## src/rtl/dss_pkg.sv

```systemverilog
// ----------------------------------------------------------------------------
// dss_pkg
// Shared types and codes for the dual stack block with one shared store.
// ----------------------------------------------------------------------------
package dss_pkg;

    localparam int DSS_DEPTH      = 16;
    localparam int DSS_DATA_W     = 32;
    localparam int DSS_OP_W       = 3;
    localparam int DSS_STATUS_W   = 2;

    localparam logic [DSS_OP_W-1:0] OP_PUSH_ONE = 3'd0;
    localparam logic [DSS_OP_W-1:0] OP_PUSH_TWO = 3'd1;
    localparam logic [DSS_OP_W-1:0] OP_POP_ONE  = 3'd2;
    localparam logic [DSS_OP_W-1:0] OP_POP_TWO  = 3'd3;
    localparam logic [DSS_OP_W-1:0] OP_LIST_ONE = 3'd4;
    localparam logic [DSS_OP_W-1:0] OP_LIST_TWO = 3'd5;

    localparam logic [DSS_STATUS_W-1:0] ST_OK    = 2'd0;
    localparam logic [DSS_STATUS_W-1:0] ST_FULL  = 2'd1;
    localparam logic [DSS_STATUS_W-1:0] ST_EMPTY = 2'd2;

    typedef enum logic [1:0] {
        OPK_NONE = 2'd0,
        OPK_PUSH = 2'd1,
        OPK_POP  = 2'd2,
        OPK_LIST = 2'd3
    } op_kind_t;

    typedef enum logic [2:0] {
        OUT_PUSH  = 3'd0,
        OUT_FULL  = 3'd1,
        OUT_EMPTY = 3'd2,
        OUT_POP   = 3'd3,
        OUT_LIST  = 3'd4
    } out_sel_t;

    typedef struct packed {
        logic     take;
        logic     push_wr;
        logic     pop_rd;
        logic     list_start;
        logic     list_next;
        logic     out_load;
        out_sel_t out_sel;
    } dss_cmd_t;

    typedef struct packed {
        op_kind_t op_kind;
        logic     full;
        logic     empty;
        logic     out_free;
        logic     idx_zero;
    } dss_sts_t;

endpackage

```

## src/rtl/dual_stack_shared_array.sv

```systemverilog
// ----------------------------------------------------------------------------
// dual_stack_shared_array
// Two LIFO stacks in one shared store; stack one grows from the bottom and
// stack two from the top.
// ----------------------------------------------------------------------------
// One item is handled at a time. A push gives its result after the execute
// state, a pop after the execute state and a store read, since the store
// read is registered, and a list of n elements gives its first result after
// the execute state and its first store read, then one result a cycle while
// the output is not stalled. The next item is taken in the cycle after the
// last result of the current one enters the output register, so a waiting
// result does not hold up the input. Op codes 6 and 7 produce no result.
// ----------------------------------------------------------------------------
module dual_stack_shared_array
    import dss_pkg::*;
#(
    parameter int DEPTH = DSS_DEPTH
)
(
    input  logic                           clk,
    input  logic                           rst_n,
    input  logic                           in_valid,
    output logic                           in_stall,
    input  logic [DSS_OP_W-1:0]            op,
    input  logic signed [DSS_DATA_W-1:0]   data,
    output logic                           out_valid,
    input  logic                           out_stall,
    output logic signed [DSS_DATA_W-1:0]   value,
    output logic [DSS_STATUS_W-1:0]        status,
    output logic                           last
);

    dss_cmd_t cmd;
    dss_sts_t sts;

    dss_ctrl u_ctrl (
        .clk      (clk),
        .rst_n    (rst_n),
        .in_valid (in_valid),
        .in_stall (in_stall),
        .sts      (sts),
        .cmd      (cmd)
    );

    dss_dp #(
        .DEPTH (DEPTH)
    ) u_dp (
        .clk       (clk),
        .rst_n     (rst_n),
        .op        (op),
        .data      (data),
        .out_valid (out_valid),
        .out_stall (out_stall),
        .value     (value),
        .status    (status),
        .last      (last),
        .cmd       (cmd),
        .sts       (sts)
    );

endmodule

```

## src/rtl/dss_ctrl.sv

```systemverilog
// ----------------------------------------------------------------------------
// dss_ctrl
// Controller state machine: sequences accept, execute, store read and
// list walk, and drives the datapath through a command struct.
// ----------------------------------------------------------------------------
module dss_ctrl
    import dss_pkg::*;
(
    input  logic     clk,
    input  logic     rst_n,
    input  logic     in_valid,
    output logic     in_stall,
    input  dss_sts_t sts,
    output dss_cmd_t cmd
);

    typedef enum logic [3:0] {
        S_IDLE  = 4'b0001,
        S_EXEC  = 4'b0010,
        S_POPRD = 4'b0100,
        S_LIST  = 4'b1000
    } state_t;

    state_t state_reg;
    state_t state_next;

    always_ff @(posedge clk or negedge rst_n)
    begin
        if (!rst_n)
        begin
            state_reg <= S_IDLE;
        end
        else
        begin
            state_reg <= state_next;
        end
    end

    assign in_stall = (state_reg != S_IDLE);

    always_comb
    begin
        state_next     = state_reg;
        cmd            = '0;
        cmd.out_sel    = OUT_PUSH;
        case (state_reg)
            S_IDLE:
            begin
                if (in_valid)
                begin
                    cmd.take   = 1'b1;
                    state_next = S_EXEC;
                end
            end
            S_EXEC:
            begin
                case (sts.op_kind)
                    OPK_PUSH:
                    begin
                        if (sts.out_free)
                        begin
                            cmd.out_load = 1'b1;
                            cmd.out_sel  = sts.full ? OUT_FULL : OUT_PUSH;
                            cmd.push_wr  = !sts.full;
                            state_next   = S_IDLE;
                        end
                    end
                    OPK_POP:
                    begin
                        if (sts.empty)
                        begin
                            if (sts.out_free)
                            begin
                                cmd.out_load = 1'b1;
                                cmd.out_sel  = OUT_EMPTY;
                                state_next   = S_IDLE;
                            end
                        end
                        else
                        begin
                            cmd.pop_rd = 1'b1;
                            state_next = S_POPRD;
                        end
                    end
                    OPK_LIST:
                    begin
                        if (sts.empty)
                        begin
                            if (sts.out_free)
                            begin
                                cmd.out_load = 1'b1;
                                cmd.out_sel  = OUT_EMPTY;
                                state_next   = S_IDLE;
                            end
                        end
                        else
                        begin
                            cmd.list_start = 1'b1;
                            state_next     = S_LIST;
                        end
                    end
                    default:
                    begin
                        state_next = S_IDLE;
                    end
                endcase
            end
            S_POPRD:
            begin
                if (sts.out_free)
                begin
                    cmd.out_load = 1'b1;
                    cmd.out_sel  = OUT_POP;
                    state_next   = S_IDLE;
                end
            end
            S_LIST:
            begin
                if (sts.out_free)
                begin
                    cmd.out_load = 1'b1;
                    cmd.out_sel  = OUT_LIST;
                    if (sts.idx_zero)
                    begin
                        state_next = S_IDLE;
                    end
                    else
                    begin
                        cmd.list_next = 1'b1;
                    end
                end
            end
            default:
            begin
                state_next = S_IDLE;
            end
        endcase
    end

endmodule

```

## src/rtl/dss_dp.sv

```systemverilog
// ----------------------------------------------------------------------------
// dss_dp
// Datapath: item registers, the shared store, both stack counts, the list
// index and the output register.
// ----------------------------------------------------------------------------
module dss_dp
    import dss_pkg::*;
#(
    parameter int DEPTH = DSS_DEPTH
)
(
    input  logic                           clk,
    input  logic                           rst_n,
    input  logic [DSS_OP_W-1:0]            op,
    input  logic signed [DSS_DATA_W-1:0]   data,
    output logic                           out_valid,
    input  logic                           out_stall,
    output logic signed [DSS_DATA_W-1:0]   value,
    output logic [DSS_STATUS_W-1:0]        status,
    output logic                           last,
    input  dss_cmd_t                       cmd,
    output dss_sts_t                       sts
);

    localparam int AW = (DEPTH > 1) ? $clog2(DEPTH) : 1;
    localparam int CW = $clog2(DEPTH + 1);
    localparam logic [AW-1:0] TOP_ADDR = AW'(DEPTH - 1);

    logic [DSS_DATA_W-1:0]   mem [DEPTH];

    logic [DSS_OP_W-1:0]     op_reg;
    logic [DSS_DATA_W-1:0]   data_reg;
    logic [CW-1:0]           cnt_one_reg;
    logic [CW-1:0]           cnt_two_reg;
    logic [AW-1:0]           idx_reg;
    logic [DSS_DATA_W-1:0]   rd_data_reg;
    logic                    out_valid_reg;
    logic [DSS_DATA_W-1:0]   value_reg;
    logic [DSS_STATUS_W-1:0] status_reg;
    logic                    last_reg;

    logic                    sel;
    logic [CW-1:0]           n_sel;
    logic [CW-1:0]           n_top;
    logic [CW:0]             total;
    logic [AW-1:0]           wr_k;
    logic [AW-1:0]           rd_k;
    logic [AW-1:0]           wr_addr;
    logic [AW-1:0]           rd_addr;
    logic                    rd_en;
    logic                    out_free;

    assign sel      = op_reg[0];
    assign n_sel    = sel ? cnt_two_reg : cnt_one_reg;
    assign n_top    = n_sel - 1'b1;
    assign total    = {1'b0, cnt_one_reg} + {1'b0, cnt_two_reg};
    assign wr_k     = n_sel[AW-1:0];
    assign rd_k     = cmd.list_next ? (idx_reg - 1'b1) : n_top[AW-1:0];
    assign wr_addr  = sel ? (TOP_ADDR - wr_k) : wr_k;
    assign rd_addr  = sel ? (TOP_ADDR - rd_k) : rd_k;
    assign rd_en    = cmd.pop_rd || cmd.list_start || cmd.list_next;
    assign out_free = !out_valid_reg || !out_stall;

    always_comb
    begin
        sts.full     = (total >= (CW + 1)'(DEPTH));
        sts.empty    = (n_sel == '0);
        sts.out_free = out_free;
        sts.idx_zero = (idx_reg == '0);
        if (op_reg inside {OP_PUSH_ONE, OP_PUSH_TWO})
        begin
            sts.op_kind = OPK_PUSH;
        end
        else if (op_reg inside {OP_POP_ONE, OP_POP_TWO})
        begin
            sts.op_kind = OPK_POP;
        end
        else if (op_reg inside {OP_LIST_ONE, OP_LIST_TWO})
        begin
            sts.op_kind = OPK_LIST;
        end
        else
        begin
            sts.op_kind = OPK_NONE;
        end
    end

    always_ff @(posedge clk)
    begin
        if (cmd.push_wr)
        begin
            mem[wr_addr] <= data_reg;
        end
    end

    always_ff @(posedge clk)
    begin
        if (rd_en)
        begin
            rd_data_reg <= mem[rd_addr];
        end
    end

    always_ff @(posedge clk)
    begin
        if (cmd.take)
        begin
            data_reg <= data;
        end
        if (cmd.list_start || cmd.list_next)
        begin
            idx_reg <= rd_k;
        end
    end

    always_ff @(posedge clk or negedge rst_n)
    begin
        if (!rst_n)
        begin
            op_reg      <= '0;
            cnt_one_reg <= '0;
            cnt_two_reg <= '0;
        end
        else
        begin
            if (cmd.take)
            begin
                op_reg <= op;
            end
            if (cmd.push_wr)
            begin
                if (sel)
                begin
                    cnt_two_reg <= cnt_two_reg + 1'b1;
                end
                else
                begin
                    cnt_one_reg <= cnt_one_reg + 1'b1;
                end
            end
            else if (cmd.pop_rd)
            begin
                if (sel)
                begin
                    cnt_two_reg <= n_top;
                end
                else
                begin
                    cnt_one_reg <= n_top;
                end
            end
        end
    end

    always_ff @(posedge clk or negedge rst_n)
    begin
        if (!rst_n)
        begin
            out_valid_reg <= 1'b0;
        end
        else if (cmd.out_load)
        begin
            out_valid_reg <= 1'b1;
        end
        else if (!out_stall)
        begin
            out_valid_reg <= 1'b0;
        end
    end

    always_ff @(posedge clk)
    begin
        if (cmd.out_load)
        begin
            case (cmd.out_sel)
                OUT_PUSH:
                begin
                    value_reg  <= data_reg;
                    status_reg <= ST_OK;
                    last_reg   <= 1'b1;
                end
                OUT_FULL:
                begin
                    value_reg  <= '0;
                    status_reg <= ST_FULL;
                    last_reg   <= 1'b1;
                end
                OUT_EMPTY:
                begin
                    value_reg  <= '0;
                    status_reg <= ST_EMPTY;
                    last_reg   <= 1'b1;
                end
                OUT_POP:
                begin
                    value_reg  <= rd_data_reg;
                    status_reg <= ST_OK;
                    last_reg   <= 1'b1;
                end
                OUT_LIST:
                begin
                    value_reg  <= rd_data_reg;
                    status_reg <= ST_OK;
                    last_reg   <= (idx_reg == '0);
                end
                default:
                begin
                    value_reg  <= '0;
                    status_reg <= ST_OK;
                    last_reg   <= 1'b1;
                end
            endcase
        end
    end

    assign out_valid = out_valid_reg;
    assign value     = value_reg;
    assign status    = status_reg;
    assign last      = last_reg;

    // The two stacks together never hold more words than the store has.
    a_total_bound: assert property (@(posedge clk) disable iff (!rst_n)
        total <= (CW + 1)'(DEPTH))
        else $error("stack counts exceed store depth");

    // A result never overwrites one that is still waiting to be taken.
    a_no_overrun: assert property (@(posedge clk) disable iff (!rst_n)
        cmd.out_load |-> out_free)
        else $error("output register overwritten");

    // A push is written only when the store has room.
    a_push_room: assert property (@(posedge clk) disable iff (!rst_n)
        cmd.push_wr |-> !sts.full)
        else $error("push into full store");

    // A store read for pop or list never starts on an empty stack.
    a_read_nonempty: assert property (@(posedge clk) disable iff (!rst_n)
        (cmd.pop_rd || cmd.list_start) |-> !sts.empty)
        else $error("read from empty stack");

endmodule
```

## config.mk

```make
export PLATFORM = sky130hd
export DESIGN_NAME = dual_stack_shared_array
export DESIGN_NICKNAME = d
export VERILOG_FILES = /design/src/rtl/dss_pkg.sv /design/src/rtl/dual_stack_shared_array.sv /design/src/rtl/dss_ctrl.sv /design/src/rtl/dss_dp.sv
export SDC_FILE = /design/constraint.sdc
export NUM_CORES = 1
export LEC_CHECK = 0
export ABC_AREA = 1
export BUFFER_PORTS_ARGS = -buffer_cell sky130_fd_sc_hd__buf_4
export CORE_MARGIN = 2
export CORE_UTILIZATION = 40
export CTS_CLUSTER_SIZE = 40
export DETAILED_ROUTE_END_ITERATION = 7
export GPL_TIMING_DRIVEN = 0
export MAX_ROUTING_LAYER = met4
export PLACE_DENSITY_LB_ADDON = 0.05
export SLEW_MARGIN = 15
export SYNTH_ARGS = -nofsm -noshare
export SYNTH_HDL_FRONTEND = slang
export SYNTH_SLANG_ARGS = --single-unit
export TNS_END_PERCENT = 5
```

## constraint.sdc

```tcl
create_clock -name clk -period 3.34 [get_ports clk]
set_clock_uncertainty 0.1 [all_clocks]
set_input_delay 0.501 -clock clk [delete_from_list [all_inputs] [get_ports clk]]
set_output_delay 0.501 -clock clk [all_outputs]
set_load 0.01 [all_outputs]
```

==> summary.md, run 1 <==
| Metric | Value |
|---|---|
| Run status | finished, final reports clean |
| Drt total wl | 84.55 mm |
| Placed Instances | 3525 |
| Crit share post-route | 0.9851 |
| CTS root buf | clkbuf_16 |
| Top-count cell post-synth | edfxtp_1 |
| TritonRoute pass-1 iters | 6 |
| Max reg flops | 512 |
| XOR/XNOR Fraction of Synth Area | 0.004062 |
| Clock sinks | 633 |
| Compound-cell area share of the yosys netlist | 0.01328 |
| Synth top area cells | edfxtp_1, nand3_1, nand2_1 |
| CTS tree | built |
| Worst EP arrival | 3500 ps |
| Post-Syn Nets | 2599 |
| Inserted Clock Buffers | 73 |
| Synth warnings | 0 |
| Hold Crit Start | in_valid |
| Residual DRC | 0 |
| Non-Filler Instances | 3697 |
| Critical Path Source Type | flip-flop |
| Post-synthesis mux area share | 0.002054 |
| Worst reg2reg startpoint | u_dp.cnt_two_reg[1] |
| Fin util | 0.4853 |
| Starting Density | 0.4061 |
| Detailed placement HPWL | 56.03 mm |
| Clock Path Buffers | 3 |
| Worst-margin pin slew | 1212 ps |
| Fin. Hold Viols | 0 |
| Routed vias | 18690 |
| GR Overflow Total | 0 |
| Main combinational cell family by area after synthesis | simple AND/OR/NAND/NOR gates |
| P&R area growth vs syn | 19.50% |
| RSZ-0062 raised after global routing | true |
| Post-synth cell types | 34 |
| Adder-Cell Fraction of Synth Area | 0.004107 |
| Crit path max fanout | 17 |
| Max_cap viols | 0 |
| Slew HR | 0.1920 |
| Initial DRC count | 1828 |
| Mean routed wirelength per cell | 22.87 um |
| Diodes inserted | 0 |
| Post-place setup slack | -588.9 ps |
| Post-synth top area cell | edfxtp_1 |
| Synth Area in Simple Gates | 0.1886 |
| Final worst path period need | 3290 ps |
| Mapped Area | 27420 um^2 |
| Most Frequent Cell on Critical Path | nand2_1 |
| Kind of critical path | reg -> reg |
| Antenna violations before repair | 0 |
| Top_reg_cell synth | edfxtp_1 |
| Post-synth ARST share | 0.02844 |
| HP Class | in -> reg |
| Hold path endpoint | u_ctrl.state_reg[1] |
| Vias per std cell | 5.056 |
| WHS Path Cells | 3 |
| Synthesized netlist cell count | 2551 |
| Slowest cell on the critical path | nor2_4 |
| DIE WIDTH | 265.8 um |
| Largest net degree at the start of global routing | 22 |
| First-pass GRT wire length | 121.0 mm |
| Row count | 95 |
| Clock-pin transition on the worst setup and hold timing paths | 50 ps |
| Nets | 2820 |
| Slowest cell delay on critical path | 590 ps |
| Layout cells sized above 1 | 0.1261 |
| Worst r2r dst | u_dp.mem[5][15] |
| Top Ports | 76 |
| Largest Register | u_dp.mem |
| Endpoints failing setup | 0 |
| Fmax | 303.9 MHz |
| PortBufs | 75 |
| Die height | 265.8 um |
| Synth top area share | 0.6736 |
| Placeable Area | 67510 um^2 |
| Crit end category | flip-flop |
| Top post-synthesis cells by count | edfxtp_1, nand2_1, inv_1 |
| GRT Overall Usage | 0.2478 |
| R2R cell count | 11 |
| Vias in the first global route | 17590 |
| Slew Limit Fails | 0 |
| Sequential area share after synthesis | 0.6900 |
| Worst reg2reg setup slack | 50 ps |
| Syn avg cell area | 10.75 um^2 |
| Seq cells post-synth | 633 |
| EDFF count, synth | 615 |
| Setup WS post-layout | 49.89 ps |
| Final ANT Viol Nets | 0 |
| H-tree level count | 3 |
| Skew-Pair Late Insertion Delay | 630 ps |
| GPL Wtd Cong | 0.8346 |
| Critical Path RT | 3550 ps |
| Die area | 70660 um^2 |
| CP Cell Sequence | ha_1, nand3_1, nand2_1, a21o_1, nand2_1, nand3_4, clkbuf_4, nor2_2, nand2_2, nor2_4, buf_12 |
==> cells by family (layout without fill, tap and decap cells) <==
group | after synthesis | count (layout)
XOR/XNOR | 11 | 11
multiplexers | 5 | 5
buffers and inverters | 668 | 941
AND/OR/NAND/NOR | 1155 | 1155
AO/OA/AOI/OAI | 70 | 70
adder cells (fa/ha/maj) | 9 | 9
flip-flops | 633 | 633
==> per-stage QoR <==
step	TNS [ps]	hold slack (ps)	cell area, um^2
after floorplan	-68180	105.4	27420
after global placement	-1318020	292.2	29070
after detailed placement	-102050	294.9	29830
after CTS	-15.79	103.8	32600
after global routing	-1354	152.8	32770
final	0	135.0	32770
==> what timing repair did <==
item	4_1_cts	5_1_grt
buffers inserted	2	7
setup endpoints to repair	270	135
hold buffers	36	0
resized for setup	20	28
endpoints found under the hold margin	53	0
pin swaps	2	3
==> cell type report <==
type / instances / area [um^2]
well taps: 873 / 1092
multi-input cells: 1250 / 6033
plain buffers: 116 / 673.1
inverters: 552 / 2072
fillers: 6156 / 34750
repair buffers: 146 / 1677
clock inverters: 35 / 357.8
clock buffers: 92 / 1941
flip-flops and latches: 633 / 18920
==> layer usage <==
layer / vias to the layer above / GRT usage / wire length, um
met5: - / - / 0
met2: 672 / 0.3828 / 38850
li1: 8801 / - / -
met3: 139 / 0.03189 / 5461
met4: 0 / 0.08199 / 2620
met1: 9081 / 0.3408 / 37620
==> worst max path at each step <==
stage | from | to | slack [ps] | depth (start not counted)
6_report | u_dp.cnt_two_reg[1] | u_dp.mem[5][15] | 50 | 11
5_1_grt | u_dp.op_reg[0] | u_dp.value[12] | -70 | 10
4_1_cts | u_dp.op_reg[0] | u_dp.rd_data_reg[8] | -10 | 13
3_5_place_dp | out_stall | u_dp.mem[15][17] | -590 | 10
3_3_place_gp | out_stall | u_dp.mem[11][17] | -2880 | 9
2_1_floorplan | out_stall | u_dp.mem[13][0] | -270 | 8
==> critical path, delay by kind of cell (launching register included) <==
kind                     cells  cell delay [ps]
flip-flops                   1              440
buffers and inverters        2              510
AND/OR/NAND/NOR              7             1390
adder cells (fa/ha/maj)      1              310
AO/OA/AOI/OAI                1              180
==> cell usage in the layout, fill, tap and decap left out, types with 7 or more instances in the layout <==
cell	instances
edfxtp_1	615
nand2_1	563
inv_1	547
nand3_1	499
buf_4	105
clkbuf_16	75
o21ai_0	51
buf_2	50
dlygate4sd3_1	36
nand3b_1	33
clkbuf_1	23
buf_12	20
nor2_4	18
dfrtp_1	17
clkinv_1	15
nor2_1	13
clkbuf_4	12
clkbuf_2	12
buf_16	12
ha_1	9
nand2_2	8
clkinv_2	8
buf_1	7
a21oi_1	7
Power of run 1 is left out: the tool's default activity adds up to more than one toggle a clock period on the data nets, which glitch-free logic cannot reach.
==> run 2: changes to the inputs <==
--- a/config.mk
+++ b/config.mk
@@ -7,6 +7,7 @@
 export LEC_CHECK = 0
 export ABC_AREA = 1
 export BUFFER_PORTS_ARGS = -buffer_cell sky130_fd_sc_hd__buf_4
+export CORE_ASPECT_RATIO = 0.9
 export CORE_MARGIN = 2
 export CORE_UTILIZATION = 40
 export CTS_CLUSTER_SIZE = 40
==> run 2 against run 1 <==
  * Clock-buffer cell count up 8
  * Sequential share of layout area up 0.11 points
  * Non-clock buffer count up 8
  * Final cell count up 0.35%
  * Via count down 0.68%
  * Register-to-register slack better by 50 ps
  * Core utilization down 0.58 points
  * Flip-flop and latch count unchanged
  * Largest cell class unchanged
==> summary.md, run 2 (synthesized netlist as in run 1, its figures left out) <==
| Metric | Value |
|---|---|
| Worst setup startpoint | u_dp.cnt_two_reg[1] |
| Clock sinks | 633 |
| Crit path max fanout | 12 |
| Max reg flops | 512 |
| Largest net degree at the start of global routing | 22 |
| M1 GR Usage | 0.3554 |
| GR peak layer | met2 |
| Skew-Pair Late Insertion Delay | 610 ps |
| Slew HR | 0.2171 |
| CP Cell Sequence | ha_1, nand3_1, nand2_1, a21o_1, nand2_1, nand3_2, clkbuf_1, nor2_1, nand2_1, nor2_4, buf_16, buf_16 |
| Critical path's top delay family | simple AND/OR/NAND/NOR gates |
| Slowest cell delay on critical path | 440 ps |
| Detailed placement HPWL | 56.37 mm |
| Layout cells sized above 1 | 0.1253 |
| P&R area growth vs syn | 19.27% |
| Die area | 70660 um^2 |
| Row count | 91 |
| Worst reg2reg startpoint | u_dp.cnt_two_reg[1] |
| DIE WIDTH | 280.0 um |
| CTS tree | built |
| GRT Overall Usage | 0.2521 |
| Initial DRC count | 1790 |
| Antenna violations before repair | 0 |
| Fin util | 0.4795 |
| Hold Crit Start | op[2] |
| Critical Path RT | 3560 ps |
| GR Overflow Total | 0 |
| Routed vias | 18570 |
| Starting Density | 0.4020 |
| First-pass GRT wire length | 122.2 mm |
| Endpoints failing setup | 0 |
| PortBufs | 75 |
| H-tree level count | 3 |
| Vias in the first global route | 17600 |
| HP Class | in -> reg |
| GPL Wtd Cong | 0.8517 |
| Inserted Clock Buffers | 72 |
| Placeable Area | 68200 um^2 |
| Residual DRC | 0 |
| Most frequent cells in the layout | edfxtp_1, nand2_1, inv_1 |
| Slowest cell on the critical path | dfrtp_1 |
| CP bufs+invs | 3 |
| TritonRoute pass-1 iters | 5 |
| Met2 Track Usage GR | 0.3754 |
| Mean routed wirelength per cell | 22.97 um |
| Final ANT Viol Nets | 0 |
| Most Frequent Cell on Critical Path | nand2_1 |
| Run status | finished, final reports clean |
| Slew Limit Fails | 0 |
| Largest Register | u_dp.mem |
| Nets | 2827 |
| Kind of critical path | reg -> reg |
| Crit share post-route | 0.9700 |
| CTS root buf | clkbuf_16 |
| Worst-margin pin slew | 1174 ps |
| Worst EP arrival | 3460 ps |
| Vias per std cell | 5.004 |
| Most common cell after layout, fill and taps aside | edfxtp_1 |
| RSZ-0062 raised after global routing | true |
| Fin. Hold Viols | 0 |
| Critical Path Source Type | flip-flop |
| Met3 Resource Use GR | 0.03587 |
| Clock-pin transition on the worst setup and hold timing paths | 60 ps |
| Die height | 252.4 um |
| Drt total wl | 85.23 mm |
| Final worst path period need | 3240 ps |
| Max_cap viols | 0 |
| Fmax | 308.7 MHz |
| Crit end category | flip-flop |
| Top Ports | 76 |
| Clock Path Buffers | 3 |
[run 2: path summary, 6_finish.rpt]
path	endpoint	cells after the start	slack, ps
max in group asynchronous	u_ctrl.state_reg[0]	2	2660
worst min-delay path	u_dp.op_reg[2]	2	30
worst max-delay path	u_dp.mem[7][14]	12	100
worst min register to register	u_dp.value[31]	2	430
worst max register to register	u_dp.mem[7][14]	12	100
min in group asynchronous	u_dp.cnt_two_reg[1]	2	210
[run 2: layout make-up]
| class | instances | area, um^2 |
|---|---|---|
| fill | 6163 | 35500 |
| sequential | 633 | 18920 |
| multi-input combinational | 1250 | 6021 |
| inverter | 552 | 2072 |
| clock buffer | 100 | 1992 |
| timing repair buffer | 154 | 1774 |
| tap | 883 | 1105 |
| buffer | 116 | 684.4 |
| clock inverter | 21 | 131.4 |
| antenna | 1 | 2.502 |
[run 2: what timing repair did]
action                     CTS  global route
pin swaps                    1            10
buffers inserted             1            16
setup endpoints to repair  250           292
hold buffers                34             0
resized for setup            9            41
hold endpoints to repair    51             0
[run 2: metal layers]
layer,part of all wire,up-vias
met3,0.061,156
li1,-,8816
met1,0.46,8987
met4,0.035,0
met5,0,-
met2,0.44,606
[run 2: metrics by stage]
step                setup WS [ps]  cells  TNS (ps)  cell area, um^2  hold slack [ps]
floorplan                  -269.7   2551    -68180            27420            105.4
global placement            -2782   3509  -1283410            29090            288.7
detailed placement         -534.3   3537    -82270            29910            290.6
CTS                        -340.5   3693    -32150            32430            5.948
global route               -50.31   3709     -1302            32700            13.19
finish                      100.3   3710         0            32700            33.44
Power of run 2 is left out for the same reason.
